===== config.mk =====
export PLATFORM = sky130hd
export DESIGN_NAME = three_digit_seven_segment_scan
export DESIGN_NICKNAME = d
export VERILOG_FILES = /design/src/rtl/tdss_pkg.sv /design/src/rtl/three_digit_seven_segment_scan.sv /design/src/rtl/tdss_front.sv /design/src/rtl/tdss_back.sv
export VERILOG_INCLUDE_DIRS = /design/src /design/src/rtl
export SDC_FILE = /design/constraint.sdc
export NUM_CORES = 1
export LEC_CHECK = 0
export BUFFER_PORTS_ARGS = -buffer_cell sky130_fd_sc_hd__buf_4
export CAP_MARGIN = 20
export CORE_MARGIN = 2
export CORE_UTILIZATION = 65
export DETAILED_ROUTE_END_ITERATION = 8
export PLACE_DENSITY = 0.82
export RECOVER_POWER = 50
export SYNTH_ARGS = -nofsm -noshare
export SYNTH_HDL_FRONTEND = slang
export SYNTH_SLANG_ARGS = --single-unit
export TNS_END_PERCENT = 5

===== constraint.sdc =====
create_clock -name i_clk -period 24.1 [get_ports i_clk]
set_input_delay 3.615 -clock i_clk [delete_from_list [all_inputs] [get_ports i_clk]]
set_output_delay 3.615 -clock i_clk [all_outputs]
set_load 0.005 [all_outputs]

===== src/rtl/assert_macros.svh =====
// Assertion macros for the RTL; empty when synthesizing.
`ifndef ASSERT_MACROS_SVH
`define ASSERT_MACROS_SVH

`ifndef SYNTHESIS
// Property checked only out of reset.
`define TDSS_ASSERT(lbl, clk, rst_n, prop, msg) \
    lbl: assert property (@(posedge clk) disable iff (!rst_n) prop) else $error(msg);
// Property checked at every edge, reset included.
`define TDSS_ASSERT_ALWAYS(lbl, clk, prop, msg) \
    lbl: assert property (@(posedge clk) prop) else $error(msg);
`else
`define TDSS_ASSERT(lbl, clk, rst_n, prop, msg)
`define TDSS_ASSERT_ALWAYS(lbl, clk, prop, msg)
`endif

`endif


===== src/rtl/tdss_pkg.sv =====
// Types, constants and the segment decoder of the seven-segment scan driver.
package tdss_pkg;

    localparam int NUM_W   = 32;
    localparam int DIGIT_W = 4;
    localparam int POS_W   = 2;
    localparam int SEG_W   = 7;

    // Command codes
    localparam logic CMD_LOAD = 1'b0;
    localparam logic CMD_TICK = 1'b1;

    // Scan positions
    localparam logic [POS_W-1:0] POS_ONES     = 2'd0;
    localparam logic [POS_W-1:0] POS_TENS     = 2'd1;
    localparam logic [POS_W-1:0] POS_HUNDREDS = 2'd2;

    // n / 1000 == (n * RECIP_1000) >> RECIP_SHIFT for every 32-bit n
    localparam int RECIP_W     = 29;
    localparam int PROD_W      = NUM_W + RECIP_W;
    localparam int RECIP_SHIFT = 38;
    localparam logic [RECIP_W-1:0] RECIP_1000 = 29'd274877907;

    // Remainder mod 1000 fits in 10 bits
    localparam int REM_W = 10;
    // r / 10 == (r * 205) >> 11 for r < 1024
    localparam int P2_W = 18;
    // t / 10 == (t * 103) >> 10 for t < 100
    localparam int T_W  = 7;
    localparam int P3_W = 14;

    // Item from the front to the back
    typedef struct packed {
        logic             tick;
        logic [NUM_W-1:0] number;
    } t_item;

    // Segment pattern, bit 0 = A .. bit 6 = G; non-decimal codes stay dark
    function automatic logic [SEG_W-1:0] seg_of(input logic [DIGIT_W-1:0] digit);
        logic [SEG_W-1:0] seg;
        unique case (digit)
            4'd0:    seg = 7'h3F;
            4'd1:    seg = 7'h06;
            4'd2:    seg = 7'h5B;
            4'd3:    seg = 7'h4F;
            4'd4:    seg = 7'h66;
            4'd5:    seg = 7'h6D;
            4'd6:    seg = 7'h7D;
            4'd7:    seg = 7'h07;
            4'd8:    seg = 7'h7F;
            4'd9:    seg = 7'h6F;
            default: seg = 7'h00;
        endcase
        return seg;
    endfunction

endpackage


===== src/rtl/three_digit_seven_segment_scan.sv =====
// Top level of the multiplexed three-digit seven-segment scan driver.
// Input words carry a command in s_axis_tuser (load or tick) and a 32-bit number in
// s_axis_tdata; a load stores the ones, tens and hundreds digits of the number (the
// number mod 1000) and gives no result, a tick gives one result word with the active
// digit index (0 ones, 1 tens, 2 hundreds) and its segment pattern (bit 0 A .. bit 6 G),
// then steps the scan. The block takes one word per clock sustained while the receiver
// keeps m_axis_tready high; a tick passes through the two-entry input queue and the
// four-stage digit extraction pipeline (reciprocal multiply by 1/1000, then two
// divide-by-ten steps) ahead of the output register. Ticks flow through the same
// pipeline, so they always show the digits of every load accepted before them.
module three_digit_seven_segment_scan (
    input  logic        i_clk,
    input  logic        i_rst_n,
    input  logic        s_axis_tvalid,
    output logic        s_axis_tready,
    input  logic [31:0] s_axis_tdata,   // [31:0] number_value
    input  logic        s_axis_tuser,   // [0] cmd
    output logic        m_axis_tvalid,
    input  logic        m_axis_tready,
    output logic [7:0]  m_axis_tdata,   // [6:0] segments, [7] zero
    output logic [1:0]  m_axis_tuser    // [1:0] digit_index
);

    logic            w_head_valid;
    tdss_pkg::t_item w_head;
    logic            w_pop;

    tdss_front u_front (
        .i_clk         (i_clk),
        .i_rst_n       (i_rst_n),
        .s_axis_tvalid (s_axis_tvalid),
        .s_axis_tready (s_axis_tready),
        .s_axis_tdata  (s_axis_tdata),
        .s_axis_tuser  (s_axis_tuser),
        .o_head_valid  (w_head_valid),
        .o_head        (w_head),
        .i_pop         (w_pop)
    );

    tdss_back u_back (
        .i_clk         (i_clk),
        .i_rst_n       (i_rst_n),
        .i_head_valid  (w_head_valid),
        .i_head        (w_head),
        .o_pop         (w_pop),
        .m_axis_tvalid (m_axis_tvalid),
        .m_axis_tready (m_axis_tready),
        .m_axis_tdata  (m_axis_tdata),
        .m_axis_tuser  (m_axis_tuser)
    );

endmodule


===== src/rtl/tdss_front.sv =====
// Front end: accepts input words, classifies them and queues them for the back end.
module tdss_front (
    input  logic                     i_clk,
    input  logic                     i_rst_n,
    input  logic                     s_axis_tvalid,
    output logic                     s_axis_tready,
    input  logic [tdss_pkg::NUM_W-1:0] s_axis_tdata,
    input  logic                     s_axis_tuser,
    output logic                     o_head_valid,
    output tdss_pkg::t_item          o_head,
    input  logic                     i_pop
);

    logic            r_wr;
    logic            r_rd;
    logic [1:0]      r_count;
    logic [1:0]      n_count;
    tdss_pkg::t_item r_slot [2];
    tdss_pkg::t_item w_item;
    logic            w_push;
    logic            w_pop;

    // Classify the incoming word
    always_comb begin
        w_item.tick   = (s_axis_tuser == tdss_pkg::CMD_TICK);
        w_item.number = s_axis_tdata;
    end

    assign s_axis_tready = (r_count != 2'd2);
    assign w_push        = s_axis_tvalid && s_axis_tready;
    assign w_pop         = i_pop && (r_count != 2'd0);
    assign o_head_valid  = (r_count != 2'd0);
    assign o_head        = r_slot[r_rd];

    // Occupancy
    always_comb begin
        n_count = r_count;
        case ({w_push, w_pop})
            2'b10:   n_count = r_count + 2'd1;
            2'b01:   n_count = r_count - 2'd1;
            default: n_count = r_count;
        endcase
    end

    always_ff @(posedge i_clk) begin
        if (!i_rst_n) begin
            r_wr    <= 1'b0;
            r_rd    <= 1'b0;
            r_count <= 2'd0;
        end else begin
            r_count <= n_count;
            if (w_push) begin
                r_wr <= ~r_wr;
            end
            if (w_pop) begin
                r_rd <= ~r_rd;
            end
        end
    end

    // Queue slots, no reset
    always_ff @(posedge i_clk) begin
        if (w_push) begin
            r_slot[r_wr] <= w_item;
        end
    end

endmodule


===== src/rtl/tdss_back.sv =====
// Back end: digit extraction pipeline, digit store, scan counter and output register.
`include "assert_macros.svh"

module tdss_back (
    input  logic                       i_clk,
    input  logic                       i_rst_n,
    input  logic                       i_head_valid,
    input  tdss_pkg::t_item            i_head,
    output logic                       o_pop,
    output logic                       m_axis_tvalid,
    input  logic                       m_axis_tready,
    output logic [7:0]                 m_axis_tdata,
    output logic [tdss_pkg::POS_W-1:0] m_axis_tuser
);

    logic w_en;

    // Stage valid and kind bits
    logic r_s1_valid, r_s2_valid, r_s3_valid, r_s4_valid;
    logic r_s1_tick,  r_s2_tick,  r_s3_tick,  r_s4_tick;

    // Stage payload
    logic [tdss_pkg::PROD_W-1:0] w_prod;
    logic [tdss_pkg::REM_W-1:0]  r_s1_q;
    logic [tdss_pkg::REM_W-1:0]  r_s1_n;
    logic [tdss_pkg::REM_W-1:0]  r_s2_r;
    logic [tdss_pkg::REM_W-1:0]  r_s3_r;
    logic [tdss_pkg::P2_W-1:0]   r_s3_p2;
    logic [tdss_pkg::T_W-1:0]    w_t;
    logic [tdss_pkg::REM_W-1:0]  w_ones_full;
    logic [tdss_pkg::T_W-1:0]    r_s4_t;
    logic [tdss_pkg::DIGIT_W-1:0] r_s4_ones;
    logic [tdss_pkg::P3_W-1:0]   r_s4_p3;
    logic [tdss_pkg::DIGIT_W-1:0] w_hund;
    logic [tdss_pkg::T_W-1:0]    w_tens_full;

    // Display state
    logic [tdss_pkg::DIGIT_W-1:0] r_ones, r_tens, r_hund;
    logic [tdss_pkg::POS_W-1:0]   r_scan_pos;
    logic [tdss_pkg::POS_W-1:0]   w_pos;
    logic [tdss_pkg::POS_W-1:0]   n_scan_pos;
    logic [tdss_pkg::DIGIT_W-1:0] w_digit;

    // Output register
    logic                         r_out_valid;
    logic [tdss_pkg::POS_W-1:0]   r_out_idx;
    logic [tdss_pkg::SEG_W-1:0]   r_out_seg;

    // Whole pipeline moves when the output register is free or being drained
    assign w_en  = !r_out_valid || m_axis_tready;
    assign o_pop = w_en && i_head_valid;

    // Stage 1 math: quotient by 1000 via reciprocal
    assign w_prod = tdss_pkg::PROD_W'(i_head.number) * tdss_pkg::PROD_W'(tdss_pkg::RECIP_1000);

    // Stage 4 math: tens quotient and ones digit
    assign w_t         = r_s3_p2[tdss_pkg::P2_W-1 -: tdss_pkg::T_W];
    assign w_ones_full = r_s3_r - tdss_pkg::REM_W'(w_t) * 10'd10;

    // Commit math: hundreds and tens digits
    assign w_hund      = r_s4_p3[tdss_pkg::P3_W-1 -: tdss_pkg::DIGIT_W];
    assign w_tens_full = r_s4_t - tdss_pkg::T_W'(w_hund) * 7'd10;

    // Scan position used by a tick and the next one
    always_comb begin
        w_pos = (r_scan_pos > tdss_pkg::POS_HUNDREDS) ? tdss_pkg::POS_ONES : r_scan_pos;
        n_scan_pos = (w_pos == tdss_pkg::POS_HUNDREDS) ? tdss_pkg::POS_ONES
                                                       : w_pos + 2'd1;
        unique case (w_pos)
            tdss_pkg::POS_TENS:     w_digit = r_tens;
            tdss_pkg::POS_HUNDREDS: w_digit = r_hund;
            default:                w_digit = r_ones;
        endcase
    end

    // Control: stage valid bits, digits, scan, output valid
    always_ff @(posedge i_clk) begin
        if (!i_rst_n) begin
            r_s1_valid  <= 1'b0;
            r_s2_valid  <= 1'b0;
            r_s3_valid  <= 1'b0;
            r_s4_valid  <= 1'b0;
            r_out_valid <= 1'b0;
            r_ones      <= '0;
            r_tens      <= '0;
            r_hund      <= '0;
            r_scan_pos  <= tdss_pkg::POS_ONES;
        end else if (w_en) begin
            r_s1_valid  <= i_head_valid;
            r_s2_valid  <= r_s1_valid;
            r_s3_valid  <= r_s2_valid;
            r_s4_valid  <= r_s3_valid;
            r_out_valid <= r_s4_valid && r_s4_tick;
            if (r_s4_valid && !r_s4_tick) begin
                r_ones <= r_s4_ones;
                r_tens <= w_tens_full[tdss_pkg::DIGIT_W-1:0];
                r_hund <= w_hund;
            end
            if (r_s4_valid && r_s4_tick) begin
                r_scan_pos <= n_scan_pos;
            end
        end
    end

    // Payload registers
    always_ff @(posedge i_clk) begin
        if (w_en) begin
            r_s1_tick <= i_head.tick;
            r_s1_q    <= w_prod[tdss_pkg::RECIP_SHIFT +: tdss_pkg::REM_W];
            r_s1_n    <= i_head.number[tdss_pkg::REM_W-1:0];
            r_s2_tick <= r_s1_tick;
            r_s2_r    <= r_s1_n - r_s1_q * 10'd1000;
            r_s3_tick <= r_s2_tick;
            r_s3_r    <= r_s2_r;
            r_s3_p2   <= tdss_pkg::P2_W'(r_s2_r) * 18'd205;
            r_s4_tick <= r_s3_tick;
            r_s4_t    <= w_t;
            r_s4_ones <= w_ones_full[tdss_pkg::DIGIT_W-1:0];
            r_s4_p3   <= tdss_pkg::P3_W'(w_t) * 14'd103;
            if (r_s4_valid && r_s4_tick) begin
                r_out_idx <= w_pos;
                r_out_seg <= tdss_pkg::seg_of(w_digit);
            end
        end
    end

    assign m_axis_tvalid = r_out_valid;
    assign m_axis_tuser  = r_out_idx;
    assign m_axis_tdata  = {1'b0, r_out_seg};

    // Checks
    `TDSS_ASSERT(a_out_follows_tick, i_clk, i_rst_n,
        w_en |=> (r_out_valid == $past(r_s4_valid && r_s4_tick)), "output valid mismatch")
    `TDSS_ASSERT(a_load_decimal, i_clk, i_rst_n,
        (w_en && r_s4_valid && !r_s4_tick) |=> (r_ones <= 4'd9 && r_tens <= 4'd9 && r_hund <= 4'd9),
        "loaded digit not decimal")
    `TDSS_ASSERT(a_scan_advance, i_clk, i_rst_n,
        (w_en && r_s4_valid && r_s4_tick) |=> (r_scan_pos == $past(n_scan_pos)),
        "scan position did not advance")

endmodule


==> impl_metrics.json <==
{
  "outcome": "finished, violations left",
  "violations": "capacitance limit, slew limit",
  "start_util_pct": 66.18,
  "cts_resized": 0,
  "htree_levels": 4,
  "synth_fp_nets": 2564,
  "cts_tree": "done",
  "ys_async_sr_fraction_pct": 0,
  "tightest_slew_ns": 3.331,
  "coreArea_sq_um": 30750,
  "period_needed_ns": 9.938,
  "dr.pass1.iters": 5,
  "yosysMostFrequentCell": "inv_1",
  "synth_top_area_cell": "fa_1",
  "critPathKind": "reg -> reg",
  "relSlewSlack_pct": -122.0,
  "crit_top_cell": "fa_1",
  "wirelength_mm": 46.05,
  "synth_area_sq_um": 20350,
  "slew_violations": 116,
  "synthFlopType": "edfxtp_1",
  "finalHoldViolations": 0,
  "numCtsBuffers": 17,
  "final-setup-viol-count": 0,
  "cts_setup_buffers": 0,
  "final_nets": 2624,
  "ys_ff_latch": 153,
  "seq_area_frac_synth_pct": 21.40,
  "antenna_cells": 0,
  "crit_family": "adder cells",
  "ys_types": 59,
  "synthCells": 1801,
  "insertion_delay_ns": 0.44,
  "drv_cap": 3,
  "dpl.hpwl_mm": 37.75,
  "required_ns": 24.31,
  "fmax_mhz": 100.6,
  "cts_root_buf": "clkbuf_16",
  "slowest_delay_ns": 1.53,
  "synthToLayoutAreaGrowth_pct": 6.572,
  "skew_ns": 0.01165,
  "fin_crit_sh_pct": 41.24,
  "avgSynthCellArea_sq_um": 11.30,
  "num_rows": 64,
  "synth_edf_count": 129,
  "worst-path-buf-inv": 7,
  "postCtsHoldBufs": 0,
  "die-area_sq_um": 32740,
  "vias_per_cell": 5.565,
  "grt_first_pass_wirelength_mm": 74.88,
  "min_path_type": "reg -> reg",
  "yosysWarnings": 0,
  "drt_iter0_markers": 932,
  "port_buffers": 47,
  "vias": 12630,
  "synth_top_cells_by_area": "fa_1 30%, ha_1 26%, edfxtp_1 19%",
  "antenna_left": 0,
  "ios": 49,
  "synth_common_cells": "557 x inv_1, 417 x ha_1, 309 x fa_1",
  "avgRoutedWirePerCell_um": 20.29,
  "grt_setup_unrepaired": "no",
  "die_w_um": 180.9,
  "cts.sinks": 153,
  "final_layout_size_suffix_gt1_share_pct": 4.002,
  "track_usage_pct": 30.18,
  "drc_errors": 0,
  "fin_tns_setup_ns": 0,
  "clk_pin_slew_ns": 0.06,
  "cp_max_fo": 26,
  "endpoint_kind": "register",
  "clockBufferDepth": 2,
  "grt_pass1_vias": 14160,
  "antenna_found_initial": 0,
  "startpoint_type": "register",
  "routabilityCongestion": 0.9501,
  "grt_max_degree": 63,
  "cp.arrival_ns": 10.15,
  "cp_slowest_cell": "clkbuf_1",
  "gr-total-overflow": 0,
  "die_h_um": 180.9,
  "synth_top_area_share_pct": 30.40
}
path summary, 6_finish.rpt:
kind | startpoint | to | slack, ns | cells after the start
min | u_back.r_s1_n[2] | u_back.r_s2_r[2] | 0.42 | 0
min reg2reg | u_back.r_s1_n[2] | u_back.r_s2_r[2] | 0.42 | 0
max reg2reg | register | u_back.r_s1_q[0] | 14.16 | 25
max | register | u_back.r_s1_q[0] | 14.16 | 25
through the flow:
step	instance area, sq um	hold WS, ns	util, %	worst slack (ns)	std cells
2_1_floorplan	20350	0.4003	-	16.43	1801
3_3_place_gp	21190	0.4016	68.92	15.81	2236
3_5_place_dp	21190	0.4071	68.92	15.51	2236
4_1_cts	21770	0.4216	70.80	15.47	2268
5_1_grt	21690	0.4285	70.53	13.61	2270
6_report	21690	0.4234	70.53	14.16	2270
area by class of cell:
| cell class | instances | area (sq um) |
|---|---|---|
| clock buffers | 21 | 471.7 |
| clock inverters | 11 | 108.9 |
| fillers | 2175 | 9061 |
| inverters | 557 | 2091 |
| multi-input cells | 1079 | 13860 |
| flip-flops and latches | 153 | 4354 |
| well taps | 396 | 495.5 |
| repair buffers | 53 | 307.8 |
registers in the layout, summed over array words and instances (netlist names), 3 cells and up, named ones only:
name	count
u_front.r_slot	66
u_back.r_s1_n	10
u_back.r_s2_r	10
u_back.r_s3_p2	9
u_back.r_out_seg	7
u_back.r_s1_q	7
u_back.r_s4_p3	5
u_back.r_hund	4
u_back.r_ones	4
u_back.r_s4_ones	4
u_back.r_tens	4
u_back.r_s4_t	3
placed cells by master (no fill, tap or decap), types with 6 or more instances in the layout:
cell type / count
clkbuf_1: 26
buf_4: 15
o21ai_0: 22
a22oi_1: 6
edfxtp_1: 129
ha_1: 417
clkbuf_16: 18
nor3_1: 8
nand2_1: 44
mux2_1: 8
a21boi_0: 11
nor2b_1: 8
inv_1: 557
xnor2_1: 47
a21o_1: 16
xor2_1: 12
o21a_1: 6
fa_1: 309
nand3_1: 8
a21oi_1: 29
clkbuf_4: 14
nor2_1: 29
dfxtp_1: 24
mux2i_1: 29
cell families after synthesis:
group	share of synthesized area (%)
muxes	2.035
buffers and inverters	10.52
adders and majority gates	56.03
DFF	21.40
and+or+nand+nor	2.902
AOI/OAI and AO/OA	4.556
other	0.01843
xor gates and xnor gates	2.539
metal layers:
layer | part of all wire [%] | wire, um | up-vias | GRT usage [%]
li1 | - | - | 5789 | -
met3 | 5.3 | 2455 | 88 | 3.931
met4 | 3.3 | 1515 | 0 | 10.41
met5 | 0 | 0 | - | 0
met1 | 42 | 19180 | 6376 | 39.84
met2 | 50 | 22900 | 379 | 51.85
worst register-to-register path, delay by kind of cell, from the launching register on:
kind | cells | cell delay, ns
muxes | 2 | 0.56
DFF | 1 | 0.64
and+or+nand+nor | 2 | 0.50
buffers and inverters | 7 | 2.58
adders and majority gates | 9 | 4.30
AOI/OAI and AO/OA | 5 | 1.15
Power is left out: the tool's default activity adds up to more than one toggle a clock period on the data nets, which glitch-free logic cannot reach.
